### config.mk
export PLATFORM = sky130hd
export DESIGN_NAME = ivs_queue
export DESIGN_NICKNAME = d
export VERILOG_FILES = /design/src/ivs_pkg.sv /design/src/ivs_queue.sv
export SDC_FILE = /design/constraint.sdc
export NUM_CORES = 1
export LEC_CHECK = 0
export BUFFER_PORTS_ARGS = -buffer_cell sky130_fd_sc_hd__buf_4
export CORE_MARGIN = 2
export CORE_UTILIZATION = 52
export DETAILED_ROUTE_END_ITERATION = 8
export PLACE_DENSITY = 0.78
export SLEW_MARGIN = 25
export SYNTH_ARGS = -nofsm -noshare
export SYNTH_HDL_FRONTEND = slang
export SYNTH_SLANG_ARGS = --single-unit
### constraint.sdc
create_clock -name clk -period 11.2 [get_ports clk]
set_input_delay 0.56 -clock clk [delete_from_list [all_inputs] [get_ports clk]]
set_output_delay 0.56 -clock clk [all_outputs]
set_load 0.02 [all_outputs]
### src/ivs_pkg.sv
// types, codes and constants shared by the image stacker modules
// no dependencies
package ivs_pkg;

    // frame address width at the largest frame size the block supports
    localparam int ADDR_MAX_W = 24;
    localparam int CFG_DATA_W = 8;

    localparam logic [1:0] KIND_LOAD  = 2'd0;
    localparam logic [1:0] KIND_STACK = 2'd1;
    localparam logic [1:0] KIND_READ  = 2'd2;

    localparam logic [1:0] STATUS_DONE    = 2'd0;
    localparam logic [1:0] STATUS_SKIPPED = 2'd1;
    localparam logic [1:0] STATUS_OUTSIDE = 2'd2;

    localparam logic [1:0] CFG_OFFSET_X   = 2'd0;
    localparam logic [1:0] CFG_OFFSET_Y   = 2'd1;
    localparam logic [1:0] CFG_STACK_MODE = 2'd2;

    localparam logic signed [47:0] IMG_MAX = 48'sh7FFF_FFFF_FFFF;
    localparam logic signed [47:0] IMG_MIN = 48'sh8000_0000_0000;
    localparam logic [31:0] INVVAR_MAX = 32'hFFFF_FFFF;
    localparam logic [23:0] WEIGHT_MAX = 24'hFF_FFFF;

    typedef enum logic [1:0] {
        OP_LOAD,
        OP_STACK,
        OP_READ
    } ivs_op_t;

    typedef struct packed {
        logic [1:0]         kind;
        logic [7:0]         pos_x;
        logic [7:0]         pos_y;
        logic signed [23:0] pixel_value;
        logic [15:0]        inv_var;
        logic [7:0]         pixel_weight;
        logic               is_finite;
        logic               load_mask;
        logic signed [47:0] load_image_sum;
        logic [31:0]        load_invvar_sum;
        logic [23:0]        load_weight_sum;
    } ivs_item_t;

    typedef struct packed {
        logic [1:0]         status;
        logic signed [47:0] image_sum;
        logic [31:0]        invvar_sum;
        logic [23:0]        weight_sum;
        logic               mask_bit;
    } ivs_result_t;

    // one frame store word
    typedef struct packed {
        logic signed [47:0] image_sum;
        logic [31:0]        invvar_sum;
        logic [23:0]        weight_sum;
        logic               mask;
    } ivs_pix_t;

    // classified request handed from front to back
    typedef struct packed {
        ivs_op_t                op;
        logic                   in_frame;
        logic [ADDR_MAX_W-1:0]  addr;
        logic signed [23:0]     pixel_value;
        logic [15:0]            mul_b;
        logic [15:0]            inv_var;
        logic [7:0]             pixel_weight;
        logic                   stack_ok;
        logic                   stack_mode;
        ivs_pix_t               load_pix;
    } ivs_task_t;

endpackage

### src/ivs_queue.sv
// two-entry request queue between the front and back ends
// depends on ivs_pkg
module ivs_queue (
    input  logic               clk,
    input  logic               rst_n,
    input  logic               push_valid,
    output logic               push_ready,
    input  ivs_pkg::ivs_task_t push_task,
    output logic               pop_valid,
    input  logic               pop_ready,
    output ivs_pkg::ivs_task_t pop_task
);

    localparam int DEPTH = 2;
    localparam int PTR_W = $clog2(DEPTH);
    localparam int CNT_W = $clog2(DEPTH + 1);

    ivs_pkg::ivs_task_t entry_reg [DEPTH];
    logic [PTR_W-1:0] wr_ptr_reg;
    logic [PTR_W-1:0] rd_ptr_reg;
    logic [CNT_W-1:0] count_reg;
    logic [CNT_W-1:0] count_next;
    logic             push;
    logic             pop;

    assign push_ready = (count_reg != CNT_W'(DEPTH));
    assign pop_valid  = (count_reg != '0);
    assign pop_task   = entry_reg[rd_ptr_reg];
    assign push       = push_valid && push_ready;
    assign pop        = pop_valid && pop_ready;

    always_comb
    begin
        count_next = count_reg;
        if (push && !pop)
        begin
            count_next = count_reg + 1'b1;
        end
        else if (pop && !push)
        begin
            count_next = count_reg - 1'b1;
        end
    end

    always_ff @(posedge clk or negedge rst_n)
    begin
        if (!rst_n)
        begin
            wr_ptr_reg <= '0;
            rd_ptr_reg <= '0;
            count_reg  <= '0;
        end
        else
        begin
            if (push)
            begin
                wr_ptr_reg <= wr_ptr_reg + 1'b1;
            end
            if (pop)
            begin
                rd_ptr_reg <= rd_ptr_reg + 1'b1;
            end
            count_reg <= count_next;
        end
    end

    always_ff @(posedge clk)
    begin
        if (push)
        begin
            entry_reg[wr_ptr_reg] <= push_task;
        end
    end

endmodule

# After elaboration in Yosys (flattened, before gate mapping)
# Memory sizes are Yosys's and may differ from the RTL's.
# Index checks and enable logic that the tools add are counted.
# totals
reg_bits	4
ramBits	396
in_bits	202
out_inout_bits	200
wordCells	21
mem_count	1
# op_classes
add_sub_neg	4
eq_ne	1
muxes	4
reduce_logical	8
# mem_list
memory	depth	word_bits	rd	rd_clocked_by_memory_dff	write_ports	line	rtl
entry_reg	2	198	1	0	1	ivs_queue.sv:18	ivs_pkg::ivs_task_t entry_reg [DEPTH];
# ops
op	n
1-bit logical AND	4
2-bit two-way mux	2
2-bit nonzero test	2
1-bit adder (second input constant)	2
2-bit by 1-bit adder with 2-bit output (second input constant)	1
1-bit zero test	2
1-bit two-way mux	2
2-bit != test (second input constant)	1
2-bit by 1-bit subtractor with 2-bit output (second input constant)	1

# Longest topological paths before layout
# Gate-level depths: netlist of run 1.
# depth
word_depth	6
depth_mapped	7
mapped_depth_nobuf	7

# Worst setup path before layout of run 1
# OpenSTA, ideal clock, no wires.
# synth_path
path_kind	register to register
startpoint	register count_reg[0]
endpoint	memory entry_reg[0][0] in the netlist's numbering, enable pin
setup_time_ns	0.760
t_arrival_ns	9.007
required_time_ns	10.440
setup_slack_ns	1.433
stages_incl_launch_ff	4
path_buffers	0
period_less_slack_ns	9.767
path_cell_list	dfrtp_1 nand2b_1 nand2_1 nor2_1
# synth_via
elab_chain_cells	4
# synth_lines
element	line	rtl
start, declared	ivs_queue.sv:21	logic [CNT_W-1:0] count_reg;
start signal, assigned	ivs_queue.sv:63	count_reg <= count_next;
2-bit != test	ivs_queue.sv:26	assign push_ready = (count_reg != CNT_W'(DEPTH));
net push_ready	ivs_queue.sv:7	output logic push_ready,
1-bit logical AND	ivs_queue.sv:29	assign push = push_valid && push_ready;
1-bit two-way mux	ivs_queue.sv:69	if (push)
1-bit two-way mux (not written as such)	ivs_queue.sv:71	entry_reg[wr_ptr_reg] <= push_task;
end, declared	ivs_queue.sv:18	
# The timed path passes the listed nets, and every way through them passes these cells.

# Worst setup path in the final report of run 1
# layout_path
startpoint	register count_reg[0]
endpoint	memory entry_reg[1][80] in the netlist's numbering, enable pin
# layout_via
elab_chain_cells	4
# layout_lines
element	line
2-bit != test	ivs_queue.sv:26
1-bit logical AND	ivs_queue.sv:29
1-bit two-way mux	ivs_queue.sv:69
1-bit two-way mux (not written as such)	ivs_queue.sv:71
# No other way between the ends.

==> flow_metrics.env, run 1 <==
export IMPL_status="complete, no violations"
export IMPL_syn_avg_cell_area_um2=23.5
export IMPL_synth_edff_count=396
export IMPL_fin_worst_skew_ns=0.0124
export IMPL_chipHeight_um=173
export IMPL_fin_crit_sh=0.298
export IMPL_first_global_vias=7600
export IMPL_crit_path_top_delay_cell="and3_4"
export IMPL_clk_pin_slew_worst_paths_ns=0.06
export IMPL_drt_iter0_markers=538
export IMPL_routed_wl_mm=30.2
export IMPL_synth_top_area_share=0.799
export IMPL_hp_start="push_task[132]"
export IMPL_gr_total_overflow=0
export IMPL_core_area_um2=28000
export IMPL_largest_reg_flops=396
export IMPL_whs_endpoint="entry_reg[0][132]$_DFFE_PP_"
export IMPL_max_stage_delay_ns=0.79
export IMPL_finalSetupViolations=0
export IMPL_synth_yosys_seq_area_share=0.805
export IMPL_synth_common_cells="edfxtp_1 (396), mux2_4 (100), mux2_2 (98)"
export IMPL_worstMarginPinSlew_ns=1.00
export IMPL_reg2regPathDepth=4
export IMPL_setup_tns_ns=0
export IMPL_regToRegSetupSlack_ns=7.86
export IMPL_antenna_left=0
export IMPL_report_final_slew_viol_count=0
export IMPL_crit_chain="nand2b_1 -> and3_4 -> buf_4 -> buf_6"
export IMPL_antenna_found_initial=2
export IMPL_ioPinCount=402
export IMPL_crit_family="buffers and inverters"
export IMPL_grt_pass1_wl_mm=44.2
export IMPL_area_growth_pct=31.3
export IMPL_start_util=0.532
export IMPL_grt_max_degree=122
export IMPL_synth_seq_cells=400
export IMPL_cts_sink_count=400
export IMPL_synthArstFlopShare=0.0100
export IMPL_clockBufferDepth=3
export IMPL_arrival_ns=3.46
export IMPL_clockRootBuffer="clkbuf_16"
export IMPL_ys_types=15
export IMPL_r2r_end="entry_reg[1][80]$_DFFE_PP_"
export IMPL_place_congestion=0.757
export IMPL_wire_per_inst_um=20.6
export IMPL_drc=0
export IMPL_worst_hold_path_type="in2reg"
export IMPL_rsz0062_at_grt="false"
export IMPL_synth_area_leaders="edfxtp_1 (80%), mux2_4 (10%), mux2_2 (7.4%), buf_6 (1.1%), dfrtp_1 (0.67%)"
export IMPL_portBuffers=401
export IMPL_synth_most_common_cell="edfxtp_1"
export IMPL_die_area_um2=30000
export IMPL_max_vdd_ir_drop_mv=0.232
export IMPL_cp_start_kind="register"
export IMPL_num_rows=61
export IMPL_cts_inserted_buffers=40
export IMPL_synth_area_um2=14900
export IMPL_vias=7474
export IMPL_holdPathStages=1
export IMPL_p_per_area_nw_per_um2=277
export IMPL_slew_headroom=0.334
export IMPL_syn_nets=837
export IMPL_chipWidth_um=173
export IMPL_yosys_area_top_type="edfxtp_1"
export IMPL_whs_ns=0.227
export IMPL_nNetsFinal=1266
export IMPL_insertion_delay_ns=0.51
export IMPL_dominantRegCellSynth="edfxtp_1"
export IMPL_critPathBufInv=2
export IMPL_nFillCells=1745
export IMPL_tritoncts="done"
export IMPL_leakagePower_nw=7.57
export IMPL_end_kind="register"
export IMPL_period_minus_slack_ns=3.34
export IMPL_postCtsSetupBuffers=0
export IMPL_postSynthCellCount=634
export IMPL_drt_first_pass_iters=4
export IMPL_yosys_warnings=0
export IMPL_reg2reg_from="count_reg[0]$_DFFE_PN0P_"
export IMPL_track_usage=0.194
export IMPL_fmax_mhz=300
export IMPL_hpwl_mm=20.5
export IMPL_hold_violations=0
export IMPL_path_class="reg2reg"
export IMPL_max_cap_viol_count=0
export IMPL_h_tree_depth=2
export IMPL_required_ns=11.33
export IMPL_via_per_inst=5.10
export IMPL_cp_max_fo=77
export IMPL_drive_gt1_frac=0.610
-- cell type report --
class                   instances  area [µm²]  area share
clock inverters                15         195     0.00999
diodes                          1        2.50    0.000128
multi-input cells             211        2710       0.139
repair buffers                409        3110       0.159
clock buffers                  50        1060      0.0542
well taps                     378         473      0.0242
flip-flops and latches        400       12000       0.614
inverters                       1        3.75    0.000192
-- report_power, final --
| part | switching (mW) | internal [mW] | total (mW) |
|---|---|---|---|
| Combinational | 1.06 | 0.918 | 1.97 |
| Clock | 0.509 | 0.780 | 1.29 |
| Sequential | 0.0962 | 2.05 | 2.15 |
| Total | 1.66 | 3.75 | 5.41 |
-- metal layers --
metal | vias up | GRT usage | share of wire
met5 | - | 0 | 0.00043
met4 | 2 | 0.0621 | 0.028
met3 | 54 | 0.0719 | 0.095
met2 | 352 | 0.332 | 0.50
met1 | 3677 | 0.229 | 0.38
li1 | 3389 | - | -
-- cells by family after synthesis --
family                     share of synthesized area
buffers and inverters                         0.0135
adders and majority gates                   0.000840
and+or+nand+nor                              0.00227
muxes                                          0.175
xor gates and xnor gates                     0.00294
DFF                                            0.805
-- placed cells by master (no fill, tap or decap) --
| cell | n |
|---|---|
| or2_2 | 1 |
| clkbuf_16 | 41 |
| diode_2 | 1 |
| nor2_4 | 1 |
| dfrtp_1 | 3 |
| bufinv_16 | 5 |
| dlygate4sd3_1 | 1 |
| nor2_1 | 1 |
| ha_1 | 1 |
| nand2b_1 | 1 |
| clkinv_1 | 4 |
| buf_16 | 1 |
| buf_12 | 1 |
| edfxtp_1 | 396 |
| mux2_4 | 100 |
| and3_4 | 1 |
| dfrtp_4 | 1 |
| buf_4 | 405 |
| inv_1 | 1 |
| xor2_1 | 2 |
| clkbuf_1 | 9 |
| nand2_1 | 2 |
| xnor2_1 | 3 |
| mux2_2 | 98 |
| clkinv_2 | 6 |
| buf_6 | 1 |
-- worst max-delay path by stage --
stage,startpoint,end,slack (ns),cells after the start
after floorplan,count_reg[0]$_DFFE_PN0P_,entry_reg[0][0]$_DFFE_PP_,1.43,3
after global placement,push_valid,entry_reg[1][81]$_DFFE_PP_,7.54,4
after detailed placement,push_valid,entry_reg[1][81]$_DFFE_PP_,7.55,4
after CTS,count_reg[0]$_DFFE_PN0P_,entry_reg[1][79]$_DFFE_PP_,7.61,4
after global routing,count_reg[0]$_DFFE_PN0P_,entry_reg[1][69]$_DFFE_PP_,7.66,4
final,count_reg[0]$_DFFE_PN0P_,entry_reg[1][80]$_DFFE_PP_,7.86,4
-- stage by stage --
stage          worst slack (ns)  total power, mW  std cells  instance area (µm²)   util
3_5_place_dp               7.55             4.17       1398                18300  0.652
5_1_grt                    7.66             5.62       1465                19500  0.698
2_1_floorplan              1.43             3.52        634                14900      -
6_report                   7.86             5.41       1465                19500  0.698
4_1_cts                    7.61             5.46       1464                19500  0.698
3_3_place_gp               7.54             4.13       1397                18200  0.651
-- repair_timing --
item / CTS / global route
hold buffers: 1 / 0
hold endpoints to repair: 4 / 0
setup endpoints to repair: 0 / 0
resized for setup: 0 / 0
Power figures use the tool's default switching activity.
==> inputs of run 2 (changes only) <==
- clock period: 11.2 -> 3.23 ns (I/O delays scaled with it)
==> flow_metrics.env, run 2 (synthesized netlist as in run 1, its figures left out) <==
export IMPL_report_final_slew_viol_count=0
export IMPL_p_per_area_nw_per_um2=884
export IMPL_status="complete, no violations"
export IMPL_dp_slack_ns=1.22
export IMPL_period_minus_slack_ns=2.43
export IMPL_arrival_ns=2.27
export IMPL_via_per_inst=5.05
export IMPL_core_area_um2=28000
export IMPL_grt_pass1_wl_mm=54.4
export IMPL_drt_first_pass_iters=5
export IMPL_hold_violations=0
export IMPL_critPathBufInv=2
export IMPL_track_usage=0.239
export IMPL_end_kind="output port"
export IMPL_cts_inserted_buffers=41
export IMPL_cts_repair_resize_count=0
export IMPL_dp_cells=1410
export IMPL_drive_gt1_frac=0.519
export IMPL_holdPathStages=2
export IMPL_postCtsSetupBuffers=0
export IMPL_reg2regPathDepth=3
export IMPL_hp_start="push_task[173]"
export IMPL_wire_per_inst_um=21.5
export IMPL_worst_hold_path_type="in2reg"
export IMPL_cp_common_cell="buf_4"
export IMPL_place_congestion=0.758
export IMPL_vias=8539
export IMPL_cp_start_kind="register"
export IMPL_crit_family="flip-flops"
export IMPL_leakagePower_nw=8.49
export IMPL_start_util=0.532
export IMPL_hpwl_mm=20.9
export IMPL_antenna_found_initial=7
export IMPL_layoutNonFillerInstCount=1690
export IMPL_regToRegSetupSlack_ns=1.24
export IMPL_clockBufferDepth=3
export IMPL_crit_path_top_delay_cell="dfrtp_4"
export IMPL_drt_iter0_markers=524
export IMPL_drc=0
export IMPL_whs_endpoint="entry_reg[1][173]$_DFFE_PP_"
export IMPL_portBuffers=401
export IMPL_finalSetupViolations=0
export IMPL_rsz0062_at_grt="false"
export IMPL_max_cap_viol_count=0
export IMPL_clk_pin_slew_worst_paths_ns=0.06
export IMPL_fin_crit_sh=0.751
export IMPL_max_vdd_ir_drop_mv=0.656
export IMPL_cp_max_fo=24
export IMPL_insertion_delay_ns=0.52
export IMPL_finalWorstSetupSlack_ns=0.803
export IMPL_antenna_left=0
export IMPL_worstMarginPinSlew_ns=0.776
export IMPL_final_common_cell="buf_4"
export IMPL_ioPinCount=402
export IMPL_place_area_um2=18500
export IMPL_nNetsFinal=1480
export IMPL_fin_worst_skew_ns=0.0133
export IMPL_path_class="reg2out"
export IMPL_crit_chain="buf_4 -> mux2_2 -> buf_4"
export IMPL_clockRootBuffer="clkbuf_16"
export IMPL_layout_common_cells="buf_4 (411), edfxtp_1 (396), dlygate4sd3_1 (202), mux2_4 (100), mux2_2 (98)"
export IMPL_gr_total_overflow=0
export IMPL_grt_max_degree=98
export IMPL_num_rows=61
export IMPL_critPathLaunch="rd_ptr_reg$_DFFE_PN0P_"
export IMPL_chipHeight_um=173
export IMPL_power_total_mw=19.2
export IMPL_cts_sink_count=400
export IMPL_r2r_end="entry_reg[1][40]$_DFFE_PP_"
export IMPL_chipWidth_um=173
export IMPL_first_global_vias=9289
export IMPL_max_stage_delay_ns=0.75
export IMPL_largest_reg_flops=396
export IMPL_reg2reg_from="count_reg[0]$_DFFE_PN0P_"
export IMPL_setup_tns_ns=0
export IMPL_required_ns=3.07
export IMPL_routed_wl_mm=36.4
export IMPL_tritoncts="done"
export IMPL_cts_hold_buffers=202
export IMPL_slew_headroom=0.482
export IMPL_area_growth_pct=46.0
export IMPL_fmax_mhz=412
export IMPL_die_area_um2=30000
export IMPL_h_tree_depth=2
export IMPL_fin_area_um2=21700
-- run 2: worst register-to-register path, delay by kind of cell, from the launching register on --
| kind | cells | cell delay (ns) |
|---|---|---|
| buf+inv | 1 | 0.38 |
| flops | 1 | 0.41 |
| simple gates | 2 | 0.88 |
-- run 2: area by class of cell --
class | instances | area (µm²)
Tap cell | 378 | 473
Sequential cell | 400 | 12000
Clock inverter | 21 | 130
Inverter | 1 | 3.75
Multi-Input combinational cell | 211 | 2720
Timing Repair Buffer | 622 | 5290
Clock buffer | 51 | 1110
Fill cell | 1379 | 6280
Antenna cell | 6 | 15.0
-- run 2: where the power goes --
group	switching, mW	internal, mW
Clock	1.88	2.51
Sequential	0.398	7.10
Combinational	3.88	3.46
Total	6.16	13.1
-- run 2: how the worst max path moves through the flow --
stage	end	slack, ns	cells after the start
floorplan	entry_reg[0][0]$_DFFE_PP_	-0.77	3
global placement	entry_reg[1][168]$_DFFE_PP_	1.26	3
detailed placement	entry_reg[1][168]$_DFFE_PP_	1.22	3
CTS	pop_task[173]	0.79	3
global route	pop_task[196]	0.73	3
finish	pop_task[196]	0.80	3
-- run 2: per-stage QoR --
stage | hold WS, ns | utilization
3_3_place_gp | -0.0381 | 0.659
5_1_grt | 0.349 | 0.776
6_report | 0.362 | 0.776
4_1_cts | 0.336 | 0.775
2_1_floorplan | -0.134 | -
3_5_place_dp | -0.0374 | 0.659
-- run 2: metal layers --
metal | vias to the layer above | track usage | part of all wire
met5 | - | 0 | 0.00025
met4 | 2 | 0.0802 | 0.031
li1 | 3819 | - | -
met3 | 77 | 0.0635 | 0.070
met1 | 4238 | 0.274 | 0.37
met2 | 403 | 0.433 | 0.53
