==> src/ivs_pkg.sv <==
// types, codes and constants shared by the image stacker modules
// no dependencies
package ivs_pkg;

    // frame address width at the largest frame size the block supports
    localparam int ADDR_MAX_W = 24;
    localparam int CFG_DATA_W = 8;

    localparam logic [1:0] KIND_LOAD  = 2'd0;
    localparam logic [1:0] KIND_STACK = 2'd1;
    localparam logic [1:0] KIND_READ  = 2'd2;

    localparam logic [1:0] STATUS_DONE    = 2'd0;
    localparam logic [1:0] STATUS_SKIPPED = 2'd1;
    localparam logic [1:0] STATUS_OUTSIDE = 2'd2;

    localparam logic [1:0] CFG_OFFSET_X   = 2'd0;
    localparam logic [1:0] CFG_OFFSET_Y   = 2'd1;
    localparam logic [1:0] CFG_STACK_MODE = 2'd2;

    localparam logic signed [47:0] IMG_MAX = 48'sh7FFF_FFFF_FFFF;
    localparam logic signed [47:0] IMG_MIN = 48'sh8000_0000_0000;
    localparam logic [31:0] INVVAR_MAX = 32'hFFFF_FFFF;
    localparam logic [23:0] WEIGHT_MAX = 24'hFF_FFFF;

    typedef enum logic [1:0] {
        OP_LOAD,
        OP_STACK,
        OP_READ
    } ivs_op_t;

    typedef struct packed {
        logic [1:0]         kind;
        logic [7:0]         pos_x;
        logic [7:0]         pos_y;
        logic signed [23:0] pixel_value;
        logic [15:0]        inv_var;
        logic [7:0]         pixel_weight;
        logic               is_finite;
        logic               load_mask;
        logic signed [47:0] load_image_sum;
        logic [31:0]        load_invvar_sum;
        logic [23:0]        load_weight_sum;
    } ivs_item_t;

    typedef struct packed {
        logic [1:0]         status;
        logic signed [47:0] image_sum;
        logic [31:0]        invvar_sum;
        logic [23:0]        weight_sum;
        logic               mask_bit;
    } ivs_result_t;

    // one frame store word
    typedef struct packed {
        logic signed [47:0] image_sum;
        logic [31:0]        invvar_sum;
        logic [23:0]        weight_sum;
        logic               mask;
    } ivs_pix_t;

    // classified request handed from front to back
    typedef struct packed {
        ivs_op_t                op;
        logic                   in_frame;
        logic [ADDR_MAX_W-1:0]  addr;
        logic signed [23:0]     pixel_value;
        logic [15:0]            mul_b;
        logic [15:0]            inv_var;
        logic [7:0]             pixel_weight;
        logic                   stack_ok;
        logic                   stack_mode;
        ivs_pix_t               load_pix;
    } ivs_task_t;

endpackage

==> src/ivs_item_if.sv <==
// input request channel of the image stacker
// depends on ivs_pkg
interface ivs_item_if;
    logic              valid;
    logic              ready;
    ivs_pkg::ivs_item_t data;

    modport source (output valid, output data, input ready);
    modport sink (input valid, input data, output ready);
endinterface

==> src/ivs_cfg_if.sv <==
// configuration write channel of the image stacker
// depends on ivs_pkg
interface ivs_cfg_if;
    logic                           valid;
    logic                           ready;
    logic [1:0]                     index;
    logic [ivs_pkg::CFG_DATA_W-1:0] data;

    modport source (output valid, output index, output data, input ready);
    modport sink (input valid, input index, input data, output ready);
endinterface

==> src/ivs_front.sv <==
// front end: configuration registers, request intake and classification
// depends on ivs_pkg, ivs_item_if, ivs_cfg_if
module ivs_front #(
    parameter int FRAME_ROWS = 256,
    parameter int FRAME_COLS = 256
) (
    input  logic               clk,
    input  logic               rst_n,
    ivs_item_if.sink           items,
    ivs_cfg_if.sink            cfg,
    output logic               push_valid,
    input  logic               push_ready,
    output ivs_pkg::ivs_task_t push_task
);

    logic [7:0] offset_x_reg;
    logic [7:0] offset_y_reg;
    logic       stack_mode_reg;

    logic [8:0] row;
    logic [8:0] col;
    logic       is_stack;

    assign cfg.ready = 1'b1;

    always_ff @(posedge clk or negedge rst_n)
    begin
        if (!rst_n)
        begin
            offset_x_reg   <= 8'd0;
            offset_y_reg   <= 8'd0;
            stack_mode_reg <= 1'b0;
        end
        else if (cfg.valid)
        begin
            case (cfg.index)
                ivs_pkg::CFG_OFFSET_X:   offset_x_reg   <= cfg.data[7:0];
                ivs_pkg::CFG_OFFSET_Y:   offset_y_reg   <= cfg.data[7:0];
                ivs_pkg::CFG_STACK_MODE: stack_mode_reg <= cfg.data[0];
                default:                 ;
            endcase
        end
    end

    assign items.ready = push_ready;
    assign push_valid  = items.valid;
    assign is_stack    = (items.data.kind == ivs_pkg::KIND_STACK);

    always_comb
    begin
        if (is_stack)
        begin
            row = {1'b0, offset_x_reg} + {1'b0, items.data.pos_x};
            col = {1'b0, offset_y_reg} + {1'b0, items.data.pos_y};
        end
        else
        begin
            row = {1'b0, items.data.pos_x};
            col = {1'b0, items.data.pos_y};
        end
    end

    always_comb
    begin
        case (items.data.kind)
            ivs_pkg::KIND_LOAD:  push_task.op = ivs_pkg::OP_LOAD;
            ivs_pkg::KIND_STACK: push_task.op = ivs_pkg::OP_STACK;
            default:             push_task.op = ivs_pkg::OP_READ;
        endcase
        push_task.in_frame = (32'(row) < FRAME_ROWS) && (32'(col) < FRAME_COLS);
        push_task.addr = ivs_pkg::ADDR_MAX_W'(32'(row) * FRAME_COLS + 32'(col));
        push_task.pixel_value = items.data.pixel_value;
        // integer weighting folds the shift by 8 into the multiplier operand
        push_task.mul_b = stack_mode_reg ? {items.data.pixel_weight, 8'd0}
                                         : items.data.inv_var;
        push_task.inv_var      = items.data.inv_var;
        push_task.pixel_weight = items.data.pixel_weight;
        push_task.stack_ok     = items.data.is_finite
                               && (stack_mode_reg || (items.data.inv_var != 16'd0));
        push_task.stack_mode   = stack_mode_reg;
        push_task.load_pix.image_sum  = items.data.load_image_sum;
        push_task.load_pix.invvar_sum = items.data.load_invvar_sum;
        push_task.load_pix.weight_sum = items.data.load_weight_sum;
        push_task.load_pix.mask       = items.data.load_mask;
    end

endmodule

==> src/flat_wrapper.sv <==
// flat-port wrapper written by rule: the top's interface ports become plain ports
module ivs_front_flat 
#(
    parameter int FRAME_ROWS = 256,
    parameter int FRAME_COLS = 256
)
  (clk, rst_n, push_valid, push_ready, push_task, items_valid, items_data, items_ready, cfg_valid, cfg_index, cfg_data, cfg_ready);
  ivs_item_if items_i ();
  ivs_cfg_if cfg_i ();
  input  logic clk;
  input  logic rst_n;
  output logic push_valid;
  input  logic push_ready;
  output ivs_pkg::ivs_task_t push_task;
  input wire logic [$bits(items_i.valid)-1:0] items_valid;
  input wire logic [$bits(items_i.data)-1:0] items_data;
  output wire logic [$bits(items_i.ready)-1:0] items_ready;
  input wire logic [$bits(cfg_i.valid)-1:0] cfg_valid;
  input wire logic [$bits(cfg_i.index)-1:0] cfg_index;
  input wire logic [$bits(cfg_i.data)-1:0] cfg_data;
  output wire logic [$bits(cfg_i.ready)-1:0] cfg_ready;
  assign items_i.valid = items_valid;
  assign items_i.data = items_data;
  assign items_ready = items_i.ready;
  assign cfg_i.valid = cfg_valid;
  assign cfg_i.index = cfg_index;
  assign cfg_i.data = cfg_data;
  assign cfg_ready = cfg_i.ready;
  ivs_front #(.FRAME_ROWS(FRAME_ROWS), .FRAME_COLS(FRAME_COLS)) u_core (.clk(clk), .rst_n(rst_n), .items(items_i), .cfg(cfg_i), .push_valid(push_valid), .push_ready(push_ready), .push_task(push_task));
endmodule
==> config.mk <==
export PLATFORM = sky130hd
export DESIGN_NAME = ivs_front_flat
export DESIGN_NICKNAME = d
export VERILOG_FILES = /design/src/ivs_pkg.sv /design/src/ivs_item_if.sv /design/src/ivs_cfg_if.sv /design/src/ivs_front.sv /design/src/flat_wrapper.sv
export SDC_FILE = /design/constraint.sdc
export NUM_CORES = 1
export LEC_CHECK = 0
export ABC_AREA = 1
export BUFFER_PORTS_ARGS = -buffer_cell sky130_fd_sc_hd__buf_2
export CORE_AREA = 5 5 146 148
export DETAILED_ROUTE_END_ITERATION = 16
export DIE_AREA = 0 0 151 153
export PLACE_DENSITY = 0.53
export SETUP_SLACK_MARGIN = 0.4
export SLEW_MARGIN = 20
export SYNTH_ARGS = -nofsm -noshare
export SYNTH_HDL_FRONTEND = slang
export SYNTH_SLANG_ARGS = --single-unit
==> constraint.sdc <==
create_clock -name clk -period 3.1 [get_ports clk]
set_input_delay 0.155 -clock clk [delete_from_list [all_inputs] [get_ports clk]]
set_output_delay 0.155 -clock clk [all_outputs]
set_load 0.1 [all_outputs]
Yosys cells after proc, flatten, opt, wreduce, memory -nomap -nowiden. Index checks and enable logic that the tools add are counted.

Bits of input ports: 187. Logic and storage cells: 24. Register bits after elaboration: 17.

Order comparisons: 2. Muxes and demuxes: 4. $add $sub $neg: 3. Reductions and logical operators: 9. Equality and inequality tests: 3.

Operator list (count): $add 17x9->18 (1); $add 8x8->9 (2); $lt 9x9->1 const B (2); $mux 9 (2); $mux 16 (1); $reduce_bool 16->1 (1); $reduce_and 2->1 (3); $eq 2x1->1 const B (2); $logic_not 2->1 (2); $pmux 2 s2 (1); $eq 2x2->1 const B (1); $logic_and 1x1->1 (2); $logic_or 1x1->1 (1).

Longest topological paths before layout. Gate-level depths: netlist of the first run.

Depth in word-level cells: 4. Gate-level depth with buffers: 15. Depth with buffers taken out: 15.

Worst setup path before layout of the first run. OpenSTA, ideal clock, no wires.

Path kind: reg-to-output. Start point: register u_core.offset_y_reg[0]. End point: output push_task[177] (netlist bit). Cell stages (with the launch flop): 10. Arrival time: 3.551 ns. Buffers on the path: 0. Path slack: -0.606 ns. Cell sequence: dfrtp_1 > ha_1 > fa_1 > nand3_1 > nand2_1 > nand2_1 > nand2_1 > a21oi_1 > xor2_1 > o21ai_0.

RTL lines: start: declaration (RTL line ivs_front.sv:17) `logic [7:0] offset_y_reg;`; start signal: assignment (RTL line ivs_front.sv:38) `ivs_pkg::CFG_OFFSET_Y: offset_y_reg <= cfg.data[7:0];`; end: declaration (RTL line flat_wrapper.sv:14) `output ivs_pkg::ivs_task_t push_task;`.

==> flow_summary.toml, run 1 <==
[cts]
worstSkewPairLatency_ns = 0.25
cts_tree = "yes"
cts.clk_slew.worst_paths_ns = 0.06
clk_path_buf_depth = 2
cts.sinks = 17
htreeDepth = 1
cts-root-buf = "clkbuf_16"
cts_made_buffers = 3

[synthesis]
synth-edff-count = 0
synth_area_mm2 = 0.00324
synth_flop_cell = "dfrtp_1"
ys_top_cells_by_area = "buf_4 (38%), dfrtp_1 (13%), nand2_1 (10%)"
synth-seq-cells = 17
syn_area_per_cell_um2 = 6.96
synth.distinct_cells = 33
ys_seq_area_share_pct = 13.1
synth_top_cell_by_area = "buf_4"
yosysWarnings = 0
synthArstFlopShare_pct = 100
netlist_instances = 466
yosys.area.top_type_share_pct = 37.7

[sta]
finalCritPeriodShare_pct = 95.5
slew-limit-headroom_pct = 54.1
rsz0062_at_grt = "yes"
whs_ns = 0.196
drv_slew = 0
hold_viol = 0
period_needed_ns = 2.96
worst_pin_slew_ns = 0.688
finClkSkew_ns = 0
fmax_ghz = 0.338
final-setup-viol-count = 0

[routing]
ant_nets = 0
totalWireLength_um = 10400
first_pass_iters = 4
drcViolationCount = 0
vias_per_cell = 3.61
vias = 2545
drt_iter0_drc = 57
wl_per_cell_um = 14.8

[min_path]
hp-start = "cfg_data[7]"
hold_class = "primary input to flip-flop"
hold_end = "u_core.offset_x_reg[7]"
min_path_cells = 3

[critical_path]
ff2ff_setup_slack_ns = 2.04
crit_path_start_kind = "flip-flop"
end_kind = "output pin"
critical_path_class = "flip-flop to output pin"
crit_arrival_ns = 2.80
crit_fanout = 3
reg2reg_from = "u_core.stack_mode_reg"
critPathRequiredTime_ns = 2.94
reg2reg_to = "u_core.stack_mode_reg"
r2r_cells = 2

[cells_and_area]
drive_gt1_share_pct = 44.2
fin_nets = 642
area_growth_pct = 5.32
final_cell_mix = "buf_2 (107), nand2_1 (86), inv_1 (43)"
final_common_cell = "buf_2"
final_area_mm2 = 0.00342

[floorplan]
start_util_pct = 16.3
io_pins = 388
die_w_um = 151
die_area_mm2 = 0.0231
die_y_um = 153
core_area_mm2 = 0.0199
rows = 52

[placement]
dp_hpwl_um = 9280
io_buffers = 118
placed_cell_area_mm2 = 0.00312
gp_congestion = 0.765

[global_routing]
antenna_found_initial = 4
grt_pass1_vias = 2428
grt_pass1_wl_um = 14800
overflow = 0
grt_use_total_pct = 8.54
grt_max_degree = 20

[pwr]
p_per_area_mw_per_mm2 = 525
leakage_nw = 1.77
irDropWorstVdd_v = 0.000203

[job]
drv_cap = 0

[run_status]
status = "finished clean"
## cell families after synthesis
group	count (synthesis)	synth area share, %
buffers and inverters	220	44.6
and+or+nand+nor	156	23.4
AOI/OAI and AO/OA	36	5.75
adders and majority gates	20	8.18
DFF	17	13.1
muxes	8	2.78
xor gates and xnor gates	7	1.89
other	2	0.231
## synth_stat cells, types with 8 or more instances
cell / count
nand3_1: 18
inv_1: 43
o21ai_0: 21
nor2_1: 13
mux2_2: 8
a21oi_1: 12
dfrtp_1: 17
ha_1: 18
nand2_2: 8
buf_4: 163
nand2_1: 89
## metal layers
metal	GRT usage, %	share of wire (%)	up-vias	wire length, um
met1	8.38	32	1097	3390
met5	0	0.35	-	37
li1	-	-	1223	-
met4	2.85	3.1	6	327
met3	4.62	14	52	1420
met2	15.2	50	167	5260
## through the flow
| stage | total power [mW] | setup slack (ns) | TNS [ns] | instances | util (%) |
|---|---|---|---|---|---|
| finish | 1.79 | 0.141 | 0 | 705 | 17.2 |
| detailed placement | 1.48 | 0.285 | 0 | 690 | 15.7 |
| CTS | 1.79 | 0.132 | 0 | 701 | 16.8 |
| global placement | 1.47 | 0.343 | 0 | 690 | 15.7 |
| global route | 1.91 | -0.0297 | -0.0634 | 704 | 17.2 |
| floorplan | 2.10 | -0.118 | -0.118 | 471 | - |
## how the worst max path moves through the flow
stage	from	endpoint	depth (start not counted)
after detailed placement	u_core.offset_y_reg[0]	push_task[187]	15
after global routing	u_core.offset_y_reg[0]	push_task[186]	16
after CTS	u_core.offset_y_reg[0]	push_task[187]	15
final	u_core.offset_y_reg[0]	push_task[186]	16
after floorplan	u_core.offset_y_reg[0]	push_task[182]	10
after global placement	u_core.offset_y_reg[0]	push_task[186]	14
## layout make-up
type	count	area [um^2]
inverter	49	184
antenna	1	2.50
tap	270	338
multi-input combinational	234	1570
clock buffer	3	75.1
sequential	17	425
fill	2297	16500
timing repair buffer	130	813
clock inverter	1	5.00
## worst max-delay path, cell delays in order (launching register included)
cell,delay (ns)
dfrtp_1,0.36
ha_2,0.20
fa_2,0.23
nand3_2,0.08
nand2_2,0.07
nand4_1,0.10
a21oi_2,0.24
ha_2,0.25
buf_4,0.12
nand3_4,0.07
nor2_4,0.09
nand3_2,0.09
nor2_4,0.16
buf_6,0.11
nand4_1,0.11
nand2_2,0.10
buf_12,0.17
## timing repair
action	in CTS	in global routing
setup buffers	6	3
endpoints found under the setup margin	9	9
pin swaps	9	8
hold buffers	1	0
hold endpoints to repair	17	0
resized for setup	20	13
## report_power, final
part	switching, mW	total (mW)	leakage (nW)	internal (mW)
clock network	0.0946	0.267	0.0409	0.173
logic	0.921	1.23	1.52	0.307
registers	0.0421	0.299	0.212	0.257
Power figures use the tool's default switching activity.
==> run 2, diff against run 1 <==
==> constraint.sdc (replaced) <==
create_clock -name clk -period 3.1 [get_ports clk]
set_input_delay 0.155 -clock clk [delete_from_list [all_inputs] [get_ports clk]]
set_output_delay 0.155 -clock clk [all_outputs]
set_load 0.02 [all_outputs]
==> flow_summary.toml, run 2 (synthesis gave the netlist of run 1 again) <==
[cells_and_area]
drive_gt1_share_pct = 43.4
nFillCells = 2329
multi_input_area_mm2 = 0.00153
final_cell_mix = "buf_2 (111), nand2_1 (88), inv_1 (43)"
fin_nets = 646
area_growth_pct = 1.85
seqCellArea_um2 = 425
final_common_cell = "buf_2"
final_area_mm2 = 0.00330

[floorplan]
die_w_um = 151
rows = 52
io_pins = 388
die_y_um = 153
core_area_mm2 = 0.0199
die_area_mm2 = 0.0231
start_util_pct = 16.3

[pwr]
irDropWorstVdd_v = 0.000133
switching_share_pct = 43.8
pwr-share-comb_pct = 55.2
p_sw_mw = 0.555
p_per_area_mw_per_mm2 = 383
internal-power_mw = 0.712
leakage_nw = 1.73
clockPowerShare_pct = 21.0
pwr-share-seq_pct = 23.8

[cts]
cts_made_buffers = 3
cts_tree = "yes"
cts.sinks = 17
htreeDepth = 1
clk_path_buf_depth = 2
cts-root-buf = "clkbuf_16"
cts.clk_slew.worst_paths_ns = 0.06
worstSkewPairLatency_ns = 0.25

[placement]
gp_congestion = 0.792
pre_cts_ws_ns = 0.246
placed_cell_area_mm2 = 0.00294
dp_hpwl_um = 9700
io_buffers = 118

[sta]
slew-limit-headroom_pct = 52.4
whs_ns = 0.207
fmax_ghz = 0.358
fin_ws_ns = 0.310
final-setup-viol-count = 0
fin_tns_setup_ns = 0
period_needed_ns = 2.79
worst_pin_slew_ns = 0.714
finClkSkew_ns = 0
hold_viol = 0
rsz0062_at_grt = "yes"
drv_slew = 0
finalCritPeriodShare_pct = 90.0

[routing]
wl_per_cell_um = 15.7
vias = 2597
drcViolationCount = 0
totalWireLength_um = 11100
vias_per_cell = 3.66
first_pass_iters = 4
ant_nets = 0
drt_iter0_drc = 73

[critical_path]
end_kind = "output pin"
crit_arrival_ns = 2.63
critical_path_class = "flip-flop to output pin"
critPathRequiredTime_ns = 2.94
crit_path_start_kind = "flip-flop"
crit_fanout = 2

[job]
drv_cap = 0

[global_routing]
grt_pass1_wl_um = 15700
antenna_found_initial = 4
grt_max_degree = 20
grt_pass1_vias = 2649
grt_use_total_pct = 9.05
overflow = 0

[min_path]
hold_class = "primary input to flip-flop"

[run_status]
status = "finished clean"
run 2: power groups by stage:
stage               logic [mW]  registers (mW)  clock network [mW]
finish                   0.700           0.301               0.266
detailed placement       0.642           0.301                   0
floorplan                0.730           0.278                   0
CTS                      0.667           0.297               0.280
global route             0.786           0.308               0.292
global placement         0.639           0.298                   0
run 2: final timing paths:
kind	depth (start not counted)	startpoint	end	slack, ns
worst max-delay path	15	u_core.offset_y_reg[0]	push_task[183]	0.31
worst min-delay path	3	cfg_data[4]	u_core.offset_y_reg[4]	0.21
worst max register to register	2	u_core.stack_mode_reg	u_core.stack_mode_reg	2.03
worst min register to register	2	u_core.offset_x_reg[4]	u_core.offset_x_reg[4]	0.49
max in group asynchronous	2	rst_n	u_core.offset_x_reg[7]	2.39
min in group asynchronous	2	rst_n	u_core.stack_mode_reg	0.40
run 2: per-layer routing:
metal	global-route usage, %	part of all wire, %	wire (um)
met1	9.09	34	3820
met2	14.5	44	4900
met3	4.32	13	1480
met4	6.48	8.1	906
met5	0	0.26	29
run 2: critical path: stages (launching register included):
cell and delay [ns]:
dfrtp_1 0.40, ha_4 0.17, fa_2 0.34, nand3_2 0.09
nand2_2 0.06, nand4_1 0.09, a21oi_2 0.09, ha_2 0.20
buf_6 0.12, ha_4 0.16, nand3_4 0.08, nor2_4 0.04
buf_4 0.13, buf_6 0.12, xnor2_4 0.16, buf_6 0.14
run 2: metrics by stage:
stage / utilization (%) / cells / power [mW]
finish: 16.6 / 709 / 1.27
global route: 16.6 / 708 / 1.39
CTS: 15.8 / 702 / 1.24
detailed placement: 14.8 / 690 / 0.943
global placement: 14.8 / 690 / 0.937
floorplan: - / 471 / 1.01
run 2: what timing repair did:
item | 4_1_cts | 5_1_grt
buffers inserted | 7 | 6
gates resized for setup | 18 | 13
hold buffers | 1 | 0
pin swaps | 12 | 10
endpoints found under the hold margin | 17 | 0
setup endpoints to repair | 7 | 8
run 2: layout make-up:
class / count / share of cell area (%)
diodes: 1 / 0.0757
clock buffers: 3 / 2.27
clock inverters: 1 / 0.151
inverters: 49 / 5.57
multi-input cells: 234 / 46.2
flip-flops and latches: 17 / 12.9
well taps: 270 / 10.2
repair buffers: 134 / 22.7
==> run 3, diff against run 2 <==
clock period = 2.9 ns   (was 3.1 ns; I/O delays follow)
==> flow_summary.toml, run 3 (synthesis gave the netlist of run 1 again) <==
[sta]
hold_viol = 0
finalCritPeriodShare_pct = 93.0
final-setup-viol-count = 0
worst_pin_slew_ns = 0.750
drv_slew = 0
fmax_ghz = 0.371
slew-limit-headroom_pct = 50.0
period_needed_ns = 2.70
finClkSkew_ns = 0
fin_tns_setup_ns = 0
rsz0062_at_grt = "yes"

[cts]
worstSkewPairLatency_ns = 0.25
cts_tree = "yes"
cts.clk_slew.worst_paths_ns = 0.06
clk_path_buf_depth = 2
cts-root-buf = "clkbuf_16"
htreeDepth = 1
cts.sinks = 17
cts_made_buffers = 3

[floorplan]
io_pins = 388
rows = 52
die_y_um = 153
die_w_um = 151
start_util_pct = 16.3
core_area_mm2 = 0.0199
die_area_mm2 = 0.0231

[global_routing]
overflow = 0
antenna_found_initial = 4
grt_pass1_vias = 2595
use_met2_pct = 14.1
grt_pass1_wl_um = 15500
top_usage_layer = "met2"
grt_use_total_pct = 8.97
met1_usage_pct = 9.15
gr-usage-met3_pct = 4.38
grt_max_degree = 20

[routing]
drcViolationCount = 0
wl_per_cell_um = 15.7
vias_per_cell = 3.63
ant_nets = 0
totalWireLength_um = 11100
drt_iter0_drc = 68
vias = 2561
first_pass_iters = 4

[critical_path]
crit_arrival_ns = 2.55
cp_cell_sequence = "ha_4 > fa_2 > nand3_2 > nand2_2 > nand4_1 > a21oi_4 > ha_4 > ha_4 > nand3_4 > nor2_4 > nand2_2 > nor2_4 > xor2_1 > buf_4"
cpPeakStageDelay_ns = 0.39
crit_slowest_cell = "dfrtp_1"
critPathRequiredTime_ns = 2.76
crit_fanout = 3
end_kind = "output pin"
cp_common_cell = "ha_4"
crit_path_start_kind = "flip-flop"
critical_path_class = "flip-flop to output pin"

[cells_and_area]
fin_nets = 644
drive_gt1_share_pct = 43.6
final_area_mm2 = 0.00328
final_cell_mix = "buf_2 (110), nand2_1 (86), inv_1 (43)"
final_common_cell = "buf_2"
final_cell_count_no_fill = 706
area_growth_pct = 1.20
nFillCells = 2289
diodes = 0

[pwr]
internal-power_mw = 0.761
p_per_area_mw_per_mm2 = 414
switching_share_pct = 44.1
pwr-share-seq_pct = 23.6
p_sw_mw = 0.599
clockPowerShare_pct = 21.3
irDropWorstVdd_v = 0.000153
leakage_nw = 1.72
finalPower_mw = 1.36
pwr-share-comb_pct = 55.0

[placement]
placed_cell_area_mm2 = 0.00295
dp_hpwl_um = 9610
io_buffers = 118
dpl.cell_count = 691
gp_congestion = 0.771

[min_path]
hold_class = "primary input to flip-flop"

[run_status]
status = "finished clean"

[job]
drv_cap = 0
run 3: cell count changes in the layout (fill, tap and decap cells not counted), sizes merged:
cell / delta
diode: -1
buf: -2
run 3: final cells by class:
type	count	area, um^2	area share, %
multi-input cells	234	1530	46.5
repair buffers	132	729	22.2
flip-flops and latches	17	425	13.0
well taps	270	338	10.3
inverters	49	184	5.60
clock buffers	3	75.1	2.29
clock inverters	1	5.00	0.152
run 3: critical path: cells and delay by family (launching register included):
family | cells | cell delay, ns
simple gates | 7 | 0.66
xor+xnor | 1 | 0.16
fa+ha+maj | 4 | 0.69
compound gates | 1 | 0.23
flops | 1 | 0.39
buf+inv | 1 | 0.16
run 3: power groups by stage:
stage | combinational, mW | clock [mW] | sequential [mW]
2_1_floorplan | 0.781 | 0 | 0.297
3_3_place_gp | 0.686 | 0 | 0.319
3_5_place_dp | 0.686 | 0 | 0.321
4_1_cts | 0.718 | 0.300 | 0.317
5_1_grt | 0.845 | 0.311 | 0.327
6_report | 0.749 | 0.290 | 0.321
run 3: what timing repair did:
item | 4_1_cts | 5_1_grt
endpoints found under the setup margin | 9 | 11
setup buffers | 8 | 2
pin swaps | 11 | 13
endpoints found under the hold margin | 17 | 0
resized for setup | 15 | 19
hold buffers | 1 | 0
run 3: stage by stage:
step           setup slack [ns]  hold WS, ns  utilization, %
6_report                  0.202        0.190            16.5
5_1_grt                  0.0317        0.229            16.5
4_1_cts                  0.0557        0.201            15.8
3_5_place_dp             0.0930        0.118            14.8
3_3_place_gp              0.178        0.119            14.8
2_1_floorplan             0.418       -0.151               -
run 3: final timing paths:
path	from	endpoint	slack, ns	depth (start not counted)
worst max-delay path	u_core.offset_y_reg[0]	push_task[185]	0.20	14
worst min-delay path	cfg_data[1]	u_core.offset_y_reg[1]	0.19	3
worst max register to register	u_core.stack_mode_reg	u_core.stack_mode_reg	1.79	2
worst min register to register	u_core.offset_y_reg[4]	u_core.offset_y_reg[4]	0.49	2
max in group asynchronous	rst_n	u_core.offset_x_reg[1]	2.18	2
min in group asynchronous	rst_n	u_core.stack_mode_reg	0.40	2
run 3: metal layers:
layer / wire [um] / up-vias
li1: - / 1226
met1: 3840 / 1071
met3: 1450 / 92
met2: 4830 / 164
met5: 40 / -
met4: 899 / 8
